--- config.mk ---
export PLATFORM = sky130hd
export DESIGN_NAME = dinucleotide_dust_score_flat
export DESIGN_NICKNAME = d
export VERILOG_FILES = /design/src/hw/rtl/dds_pkg.sv /design/src/hw/rtl/dds_if.sv /design/src/hw/rtl/dinucleotide_dust_score.sv /design/src/hw/rtl/dds_datapath.sv /design/src/hw/rtl/dds_ctrl.sv /design/src/flat_wrapper.sv
export VERILOG_INCLUDE_DIRS = /design/src /design/src/hw/rtl
export SDC_FILE = /design/constraint.sdc
export NUM_CORES = 2
export LEC_CHECK = 0
export BUFFER_PORTS_ARGS = -buffer_cell sky130_fd_sc_hd__buf_2
export CORE_ASPECT_RATIO = 2
export CORE_MARGIN = 3
export CORE_UTILIZATION = 45
export CTS_CLUSTER_SIZE = 40
export DETAILED_ROUTE_END_ITERATION = 7
export SLEW_MARGIN = 30
export SYNTH_ARGS = -nofsm -noshare
export SYNTH_HDL_FRONTEND = slang
export SYNTH_HIERARCHICAL = 1
export SYNTH_SLANG_ARGS = --single-unit
--- constraint.sdc ---
create_clock -name clk -period 12.7 [get_ports clk]
set_input_delay 1.905 -clock clk [delete_from_list [all_inputs] [get_ports clk]]
set_output_delay 1.905 -clock clk [all_outputs]
set_load 0.02 [all_outputs]
--- src/hw/rtl/dinucleotide_dust_score_assert.svh ---
// assertion macros, clocked on clk, reset rst
`ifndef DINUCLEOTIDE_DUST_SCORE_ASSERT_SVH
`define DINUCLEOTIDE_DUST_SCORE_ASSERT_SVH

// checked outside reset
`define DDS_ASSERT(lbl, prop, msg) \
  lbl: assert property (@(posedge clk) disable iff (rst) prop) else $error(msg);

// checked at every edge, reset included
`define DDS_ASSERT_ALWAYS(lbl, prop, msg) \
  lbl: assert property (@(posedge clk) prop) else $error(msg);

`endif

--- src/hw/rtl/dds_pkg.sv ---
package dds_pkg;

  localparam int MAX_LEN_DEF       = 65536;
  localparam int FRACTION_BITS_DEF = 16;

  localparam int NUM_BINS = 17;
  localparam int BIN_W    = $clog2(NUM_BINS);
  localparam logic [BIN_W-1:0] OTHER_BIN = BIN_W'(16);

  localparam int SYM_W   = 8;
  localparam int COUNT_W = 16;
  localparam int SUM_W   = 31;
  localparam int SCORE_W = 19;
  localparam int NUM_W   = SUM_W + 4;

  localparam logic [COUNT_W-1:0] COUNT_MAX = '1;
  localparam logic [SUM_W-1:0]   SUM_MAX   = '1;

  localparam logic [2:0] CODE_A     = 3'd0;
  localparam logic [2:0] CODE_C     = 3'd1;
  localparam logic [2:0] CODE_G     = 3'd2;
  localparam logic [2:0] CODE_T     = 3'd3;
  localparam logic [2:0] CODE_OTHER = 3'd4;

  typedef struct packed {
    logic accept;
    logic load;
    logic div_step;
    logic out_load;
  } dds_cmd_t;

  typedef struct packed {
    logic last;
    logic short_seq;
    logic div_last;
  } dds_stat_t;

  function automatic logic [2:0] base_code(input logic [SYM_W-1:0] c);
    logic [2:0] code;
    unique case (c)
      "A", "a": code = CODE_A;
      "C", "c": code = CODE_C;
      "G", "g": code = CODE_G;
      "T", "t": code = CODE_T;
      default:  code = CODE_OTHER;
    endcase
    return code;
  endfunction

  function automatic logic [BIN_W-1:0] pair_bin(input logic [SYM_W-1:0] first,
                                                input logic [SYM_W-1:0] second);
    logic [2:0] a;
    logic [2:0] b;
    logic [BIN_W-1:0] bin;
    a = base_code(first);
    b = base_code(second);
    if (a == CODE_OTHER || b == CODE_OTHER) begin
      bin = OTHER_BIN;
    end else begin
      bin = BIN_W'({a[1:0], b[1:0]});
    end
    return bin;
  endfunction

endpackage

--- src/hw/rtl/dds_if.sv ---
interface dds_in_if import dds_pkg::*; ();
  logic             valid;
  logic             ready;
  logic [SYM_W-1:0] symbol;
  logic             last;

  modport source (output valid, output symbol, output last, input ready);
  modport sink   (input valid, input symbol, input last, output ready);
endinterface

interface dds_out_if import dds_pkg::*; ();
  logic               valid;
  logic               ready;
  logic [SCORE_W-1:0] score;
  logic [SUM_W-1:0]   pair_sum;
  logic               too_long;

  modport source (output valid, output score, output pair_sum, output too_long, input ready);
  modport sink   (input valid, input score, input pair_sum, input too_long, output ready);
endinterface

--- src/hw/rtl/dinucleotide_dust_score.sv ---
// DUST-style dinucleotide low-complexity score. Characters stream in one per
// transaction on seq, one per cycle, until the transaction flagged last; each
// adjacent pair updates a 17-bin histogram and a running sum. After the last
// character seq stalls while a load state forms the length product (L-2)*L,
// while the bit-serial restoring divider runs (skipped when L<=2), and while
// a done state moves the result into the output register on res. The next
// sequence can stream in while that result waits; only a second finished
// result waits for the first to be taken, and seq stays stalled until then.
// Characters beyond MAX_LEN are dropped and reported by too_long.
module dinucleotide_dust_score import dds_pkg::*; #(
  parameter int MAX_LEN       = MAX_LEN_DEF,
  parameter int FRACTION_BITS = FRACTION_BITS_DEF
) (
  input logic        clk,
  input logic        rst,
  dds_in_if.sink     seq,
  dds_out_if.source  res
);

  dds_cmd_t  cmd;
  dds_stat_t stat;

  dds_ctrl u_ctrl (
    .clk       (clk),
    .rst       (rst),
    .in_valid  (seq.valid),
    .in_ready  (seq.ready),
    .out_valid (res.valid),
    .out_ready (res.ready),
    .stat      (stat),
    .cmd       (cmd)
  );

  dds_datapath #(
    .MAX_LEN       (MAX_LEN),
    .FRACTION_BITS (FRACTION_BITS)
  ) u_datapath (
    .clk      (clk),
    .rst      (rst),
    .cmd      (cmd),
    .stat     (stat),
    .symbol   (seq.symbol),
    .last     (seq.last),
    .score    (res.score),
    .pair_sum (res.pair_sum),
    .too_long (res.too_long)
  );

endmodule

--- src/hw/rtl/dds_datapath.sv ---
module dds_datapath import dds_pkg::*; #(
  parameter int MAX_LEN       = MAX_LEN_DEF,
  parameter int FRACTION_BITS = FRACTION_BITS_DEF
) (
  input  logic               clk,
  input  logic               rst,
  input  dds_cmd_t           cmd,
  output dds_stat_t          stat,
  input  logic [SYM_W-1:0]   symbol,
  input  logic               last,
  output logic [SCORE_W-1:0] score,
  output logic [SUM_W-1:0]   pair_sum,
  output logic               too_long
);

  localparam int LEN_W = $clog2(MAX_LEN + 1);
  localparam int DEN_W = 2 * LEN_W;
  localparam int DIV_W = NUM_W + FRACTION_BITS;
  localparam int CNT_W = $clog2(DIV_W);

  logic [COUNT_W-1:0] counts [NUM_BINS];
  logic [SUM_W-1:0]   sum;
  logic [LEN_W-1:0]   length;
  logic [SYM_W-1:0]   prev;
  logic               ovf;

  logic [DIV_W-1:0]   dividend;
  logic [DEN_W-1:0]   den;
  logic [DEN_W-1:0]   rem;
  logic [SCORE_W-1:0] quo;
  logic [CNT_W-1:0]   cnt;
  logic [SUM_W-1:0]   snap_sum;
  logic               snap_ovf;

  logic [BIN_W-1:0]   bin;
  logic [COUNT_W-1:0] cnt_rd;
  logic [SUM_W:0]     sum_add;
  logic [SUM_W-1:0]   sum_sat;
  logic               room;
  logic               do_pair;
  logic [NUM_W-1:0]   num;
  logic [DEN_W:0]     rem_sh;
  logic               ge;

  assign bin     = pair_bin(prev, symbol);
  assign cnt_rd  = counts[bin];
  assign sum_add = {1'b0, sum} + (SUM_W + 1)'(cnt_rd);
  assign sum_sat = sum_add[SUM_W] ? SUM_MAX : sum_add[SUM_W-1:0];
  assign room    = length < LEN_W'(MAX_LEN);
  assign do_pair = cmd.accept && room && (length != '0);
  assign num     = ({4'b0, sum} << 3) + ({4'b0, sum} << 1);
  assign rem_sh  = {rem, dividend[DIV_W-1]};
  assign ge      = rem_sh >= {1'b0, den};

  assign stat.last      = last;
  assign stat.short_seq = length < LEN_W'(3);
  assign stat.div_last  = cnt == '0;

  always_ff @(posedge clk) begin
    if (rst || cmd.load) begin
      for (int i = 0; i < NUM_BINS; i++) begin
        counts[i] <= '0;
      end
    end else if (do_pair && cnt_rd != COUNT_MAX) begin
      counts[bin] <= cnt_rd + COUNT_W'(1);
    end
  end

  always_ff @(posedge clk) begin
    if (rst || cmd.load) begin
      sum    <= '0;
      length <= '0;
      ovf    <= 1'b0;
    end else if (cmd.accept) begin
      if (room) begin
        length <= length + LEN_W'(1);
        if (do_pair) begin
          sum <= sum_sat;
        end
      end else begin
        ovf <= 1'b1;
      end
    end
  end

  always_ff @(posedge clk) begin
    if (cmd.accept && room) begin
      prev <= symbol;
    end
  end

  // restoring division, one dividend bit per step
  always_ff @(posedge clk) begin
    if (cmd.load) begin
      dividend <= {num, {FRACTION_BITS{1'b0}}};
      den      <= DEN_W'(length - LEN_W'(2)) * DEN_W'(length);
      rem      <= '0;
      quo      <= '0;
      cnt      <= CNT_W'(DIV_W - 1);
      snap_sum <= sum;
      snap_ovf <= ovf;
    end else if (cmd.div_step) begin
      dividend <= dividend << 1;
      rem      <= ge ? DEN_W'(rem_sh - {1'b0, den}) : rem_sh[DEN_W-1:0];
      quo      <= {quo[SCORE_W-2:0], ge};
      cnt      <= cnt - CNT_W'(1);
    end
  end

  always_ff @(posedge clk) begin
    if (cmd.out_load) begin
      score    <= quo;
      pair_sum <= snap_sum;
      too_long <= snap_ovf;
    end
  end

endmodule

--- src/hw/rtl/dds_ctrl.sv ---
`include "dinucleotide_dust_score_assert.svh"

module dds_ctrl import dds_pkg::*; (
  input  logic      clk,
  input  logic      rst,
  input  logic      in_valid,
  output logic      in_ready,
  output logic      out_valid,
  input  logic      out_ready,
  input  dds_stat_t stat,
  output dds_cmd_t  cmd
);

  typedef enum logic [1:0] {ST_RUN, ST_LOAD, ST_DIV, ST_DONE} state_t;

  state_t state;
  logic   out_free;

  assign in_ready     = state == ST_RUN;
  assign out_free     = !out_valid || out_ready;
  assign cmd.accept   = in_valid && in_ready;
  assign cmd.load     = state == ST_LOAD;
  assign cmd.div_step = state == ST_DIV;
  assign cmd.out_load = (state == ST_DONE) && out_free;

  always_ff @(posedge clk) begin
    if (rst) begin
      state     <= ST_RUN;
      out_valid <= 1'b0;
    end else begin
      unique case (state)
        ST_RUN: begin
          if (cmd.accept && stat.last) begin
            state <= ST_LOAD;
          end
        end
        ST_LOAD: begin
          state <= stat.short_seq ? ST_DONE : ST_DIV;
        end
        ST_DIV: begin
          if (stat.div_last) begin
            state <= ST_DONE;
          end
        end
        ST_DONE: begin
          if (out_free) begin
            state <= ST_RUN;
          end
        end
      endcase
      if (cmd.out_load) begin
        out_valid <= 1'b1;
      end else if (out_ready) begin
        out_valid <= 1'b0;
      end
    end
  end

  `DDS_ASSERT(a_last_stalls, (cmd.accept && stat.last) |=> !in_ready, "input open after last")
  `DDS_ASSERT(a_load_next, cmd.load |=> (state == ST_DIV || state == ST_DONE), "bad state after load")
  `DDS_ASSERT(a_div_end, (cmd.div_step && stat.div_last) |=> (state == ST_DONE), "divider overran")
  `DDS_ASSERT(a_result_shown, cmd.out_load |=> out_valid, "result not presented")
  `DDS_ASSERT_ALWAYS(a_reset_clean, $past(rst) |-> (state == ST_RUN && !out_valid), "reset not clean")

endmodule
--- src/flat_wrapper.sv ---
// flat-port wrapper written by rule: the top's interface ports become plain ports
module dinucleotide_dust_score_flat import dds_pkg::*;
#(
  parameter int MAX_LEN       = MAX_LEN_DEF,
  parameter int FRACTION_BITS = FRACTION_BITS_DEF
)
  (clk, rst, seq_valid, seq_symbol, seq_last, seq_ready, res_valid, res_score, res_pair_sum, res_too_long, res_ready);
  dds_in_if seq_i ();
  dds_out_if res_i ();
  input logic clk;
  input logic rst;
  input wire logic [$bits(seq_i.valid)-1:0] seq_valid;
  input wire logic [$bits(seq_i.symbol)-1:0] seq_symbol;
  input wire logic [$bits(seq_i.last)-1:0] seq_last;
  output wire logic [$bits(seq_i.ready)-1:0] seq_ready;
  output wire logic [$bits(res_i.valid)-1:0] res_valid;
  output wire logic [$bits(res_i.score)-1:0] res_score;
  output wire logic [$bits(res_i.pair_sum)-1:0] res_pair_sum;
  output wire logic [$bits(res_i.too_long)-1:0] res_too_long;
  input wire logic [$bits(res_i.ready)-1:0] res_ready;
  assign seq_i.valid = seq_valid;
  assign seq_i.symbol = seq_symbol;
  assign seq_i.last = seq_last;
  assign seq_ready = seq_i.ready;
  assign res_valid = res_i.valid;
  assign res_score = res_i.score;
  assign res_pair_sum = res_i.pair_sum;
  assign res_too_long = res_i.too_long;
  assign res_i.ready = res_ready;
  dinucleotide_dust_score #(.MAX_LEN(MAX_LEN), .FRACTION_BITS(FRACTION_BITS)) u_core (.clk(clk), .rst(rst), .seq(seq_i), .res(res_i));
endmodule
* Word level (Yosys, flattened, before mapping)
Memory sizes are Yosys's and may differ from the RTL's.
Index checks and enable logic that the tools add are counted.
** Cells by class
- Mux-type cells :: 22
- Reductions and logical operators :: 28
- Multiply operators :: 1
- Equal/unequal tests :: 25
- $add $sub $neg :: 7
- Order comparisons :: 3
- Bitwise operators :: 1
** Operators by type and width (count)
- equality test 8 x 7 -> 1 bit (second input constant) :: 16
- 2-to-1 mux 51 bit :: 2
- adder 34 x 32 -> 35 bit :: 1
- greater-or-equal comparator 35 x 34 -> 1 bit :: 1
- multiplier 18 x 18 -> 34 bit :: 1
- 2-to-1 mux 34 bit :: 1
- subtractor 34 bit :: 1
- adder 31 x 16 -> 32 bit :: 1
- 2-to-1 mux 31 bit :: 1
- one-hot mux 3 bit (4 select lines) :: 2
- subtractor 17 x 2 -> 18 bit (second input constant) :: 1
- adder 17 x 1 -> 17 bit (second input constant) :: 1
- < comparator 17 bit (second input constant) :: 1
- < comparator 17 x 2 -> 1 bit (second input constant) :: 1
- nonzero test 17 bit :: 1
- adder 16 x 1 -> 16 bit (second input constant) :: 1
- 2-to-1 mux 16 bit :: 1
- inequality test 16 bit (second input constant) :: 1
- OR reduction 16 bit :: 1
- OR reduction 2 bit :: 8
- 2-to-1 mux 5 bit :: 2
- 2-to-1 mux 1 bit :: 9
- one-hot mux 2 bit (4 select lines) :: 1
- equality test 3 bit (second input constant) :: 2
- other kinds (15) :: 29
** Storage, ports and cells
- Bits in registers :: 271
- Memories kept :: 1
- Output and inout port bits :: 53
- Logic and storage cells :: 104
- Memory bits (writable) :: 272
** Memory list
- u_core.u_datapath.counts :: depth 17, bits a word 16, rd ports 1, clocked after memory_dff 0, write ports 17, line dds_datapath.sv:21 : logic [COUNT_W-1:0] counts [NUM_BINS];

* Logic depth before layout (Yosys ltp)
An unclocked memory read counts as a cell.
- Depth after elaboration :: 14
- Gate-level depth with buffers :: 33
- Depth with buffers taken out :: 31

* Cells and area by module
Netlist, hierarchy kept.
** By module, submodules not included
- dds_datapath :: times used 1, sequential area each 15074.5 µm², area an instance 38444.4 µm², cells an instance 3697
- dds_ctrl :: times used 1, sequential area each 60.1 µm², area an instance 226.5 µm², cells an instance 26

* Least setup slack after synthesis
Ideal clock, no wire load.
- Path kind :: register -> register
- Start point :: register u_core.u_datapath.length[1]
- End point :: register u_core.u_datapath.den[32], data pin
- Slack :: 4.440 ns
- Setup time :: 0.258 ns
- Stages on the path, launching flop included :: 32
- Period minus slack after synthesis :: 8.260 ns
- Buffers on the path :: 3
- Data required time :: 12.442 ns
- Arrival :: 8.002 ns
- Path through :: dfxtp_1 clkbuf_1 inv_1 buf_1 ha_1 inv_1 or2_2 or4_1 ha_1 clkbuf_1 nor2b_1 fa_1 inv_1 fa_1 fa_1 inv_1 fa_1 fa_1 inv_1 fa_1 inv_1 ha_1 a21o_1 a221o_1 a211o_1 a21oi_1 nor2b_1 o31ai_1 a311o_1 o2111ai_1 a21oi_1 xnor2_1
** On the way
- Word-level cells in the longest chain between the ends :: 2
** Ends and longest elaborated chain
- start, declared :: line dds_datapath.sv:23 : logic [LEN_W-1:0] length;
- start signal, assigned :: line dds_datapath.sv:76 : length <= length + LEN_W'(1);
- subtractor 17 x 2 -> 18 bit :: line dds_datapath.sv:96 : den <= DEN_W'(length - LEN_W'(2)) * DEN_W'(length);
- multiplier 18 x 18 -> 34 bit * :: line dds_datapath.sv:96
- end signal, assigned :: line dds_datapath.sv:96
- end, declared :: line dds_datapath.sv:28 : logic [DEN_W-1:0] den;
Every way passes the cells marked *; elsewhere a longest branch is shown, timed or not.
A chain may end at the register's enable or synchronous reset.

* Worst setup path in the final report
- Start point :: register u_core.u_datapath.length[3]
- End point :: register u_core.u_datapath.den[32], data pin
Same word-level chain as after synthesis.

==> reports/results.txt <==
status: completed
Layout area overhead: 8.21%
Crit Path Category: flip-flop to flip-flop
Die Y: 421 um
Startpoint Class: flip-flop
global-route wire length before repair: 169000 um
CP required: 13.03 ns
initial antenna violation count: 7
Post-Syn Area: 38700 um^2
DR DRC count: 0
hpwl dp: 82700 um
clock slew at reported path FFs: 0.07 ns
# IOs: 66
Worst path max stage delay: 0.77 ns
CP Capture Type: flip-flop
Final period util: 71.9%
leading cell type in the layout, fill and taps excluded: inv_1
setup bufs post-CTS: 0
via/cell ratio: 5.70
placeable core area: 85000 um^2
Worst Path Arrival: 9.47 ns
Final min period: 9.14 ns
Slew Limit Headroom: 32.7%
layout cells sized above 1: 8.72%
Mean Syn Cell Area: 10.4 um^2
vias in the first global route: 28699
Distinct cells, synth: 108
CTS Buf Count: 51
H-tree levels: 2
DR iter-0 viols: 1534
CTS-repair resized insts: 0
Die ar.: 89700 um^2
fin nets: 4248
via count: 27690
number of max-cap violations: 0
Starting Density: 45.5%
TNS Setup: 0 ns
Ys Warns: 6
routability congestion estimate: 0.988
Seq/Total Area, Yosys: 39.1%
Pwr per Cell Area: 203 nW/um^2
Clock Tree Buf Depth: 3
Post-synth EDFFs: 430
Power, Total: 8.48 mW
Worst Max-Slew Pin Slew: 1.01 ns
wire length per cell: 23.0 um
P_leak: 17.9 nW
Hold Slack: 0.418 ns
worst-path cell with the longest stage delay: ha_1
gr usage total: 25.0%
Fin. Hold Viols: 0
asr flop ratio synth: 0%
clk sinks: 541
Syn Inst Count: 3723
Peak Freq: 109 MHz
drt first pass iters: 5
RSZ-0062 raised after global routing: false
Peak VDD IR: 0.599 mV
Post-synth top flop: edfxtp_1
Clock Skews: 0.0298 ns
CTS tree: built
number of I/O port buffers: 64
root buffer cell: clkbuf_16
drt total wl: 111000 um
placed cell area: 40200 um^2
most frequent cells in the layout: inv_1 (456), edfxtp_1 (430), nor2_1 (415), fa_1 (296), nand2_1 (204)
Die X: 213 um
total gr overflow: 0
clk_lat worst skew: 0.62 ns
pin count of the biggest net entering global routing: 92
most used cell, CP: inv_1
crit-path max FO: 24
Final Instance Area: 41800 um^2
# hold bufs at CTS: 0
final slew viol count: 0
Final setup viols: 0
HP Class: flip-flop to flip-flop
post-route ant nets: 0
post-synthesis register bit count: 541
Row Count: 151
==> report_power, final <==
group	switching [mW]	internal, mW	total [mW]	leakage, nW
sequential	0.166	2.52	2.69	5.29
combinational	2.70	1.56	4.26	11.8
clock	0.698	0.828	1.53	0.798
==> metal layers <==
layer	global-route usage, %	wire length (um)	vias to the layer above	share of wire [%]
met5	0	13	-	0.012
met4	17.3	9240	2	8.3
met3	2.64	4070	324	3.7
met2	48.7	62300	766	56
met1	24.1	35900	13890	32
li1	-	-	12708	-
==> cells in the mapped netlist, drive strengths merged, types with 20 or more instances <==
master	instances	area (um^2)
clkbuf	103	387
mux2i	48	480
nor2b	124	783
o221ai	20	175
mux2	26	293
and2	27	169
nor2	421	1590
nand3	73	380
a31oi	22	138
nor3	131	699
or3	22	138
and3	22	138
a21o	47	353
a21oi	158	795
inv	456	1710
xor2	48	420
o21ai	108	559
o22ai	21	131
nand2	207	782
o2111ai	20	369
nand4	23	159
edfxtp	430	12900
a211oi	30	230
fa	296	5930
ha	196	2450
nand2b	127	795
buf	86	558
xnor2	93	875
dfxtp	111	2220
==> final cells by class <==
cell class,count,area [um^2]
clock inverters,28,249
clock buffers,67,1400
multi-input cells,2558,21200
inverters,458,1720
repair buffers,133,846
fillers,7968,43200
well taps,1071,1340
diodes,2,5.00
flip-flops and latches,541,15100
==> registers in the layout (all words and copies together), names as in the netlist, 2 cells and up <==
signal	cells
u_core/u_datapath/counts	272
u_core/u_datapath/den	34
u_core/u_datapath/dividend	34
u_core/u_datapath/rem	34
u_core/u_datapath/pair_sum	31
u_core/u_datapath/snap_sum	31
u_core/u_datapath/sum	31
u_core/u_datapath/quo	19
u_core/u_datapath/score	19
u_core/u_datapath/length	17
u_core/u_datapath/prev	7
u_core/u_datapath/cnt	6
u_core/u_ctrl/state	2
==> critical path: cells and delay by family (launching register included) <==
| kind | cells | cell delay, ns |
|---|---|---|
| xor+xnor | 1 | 0.12 |
| fa+ha+maj | 8 | 4.05 |
| buf+inv | 8 | 0.67 |
| simple gates | 6 | 1.43 |
| compound gates | 9 | 2.27 |
| flops | 1 | 0.30 |
==> kinds of logic (layout without fill, tap and decap cells) <==
family          Yosys count  count (layout)  synth area share (%)
compound gates          590             590                  10.9
xor+xnor                141             141                  3.35
fa+ha+maj               494             494                  21.7
buf+inv                 647             686                  6.89
flops                   541             541                  39.1
mux                      76              76                  2.12
other cells               2              27                0.0194
simple gates           1232            1232                  15.9
==> per-stage QoR <==
| step | setup WS, ns | utilization, % | std cells |
|---|---|---|---|
| after CTS | 3.61 | 49.2 | 4855 |
| after detailed placement | 3.63 | 47.2 | 4760 |
| after global placement | 3.38 | 47.1 | 4760 |
| after global routing | 3.16 | 49.2 | 4856 |
| after floorplan | 4.44 | - | 3746 |
| final | 3.56 | 49.2 | 4858 |
==> worst paths after layout <==
| kind | depth (start not counted) | startpoint | to | slack (ns) |
|---|---|---|---|---|
| max reg2reg | 32 | u_core/u_datapath/length[3]$_SDFFE_PP0P_ | u_core/u_datapath/den[32]$_DFFE_PP_ | 3.56 |
| max | 32 | u_core/u_datapath/length[3]$_SDFFE_PP0P_ | u_core/u_datapath/den[32]$_DFFE_PP_ | 3.56 |
| min | 0 | u_core/u_datapath/snap_sum[22]$_DFFE_PP_ | u_core/u_datapath/pair_sum[22]$_DFFE_PP_ | 0.42 |
| min reg2reg | 0 | u_core/u_datapath/snap_sum[22]$_DFFE_PP_ | u_core/u_datapath/pair_sum[22]$_DFFE_PP_ | 0.42 |
Power figures use the tool's default switching activity.
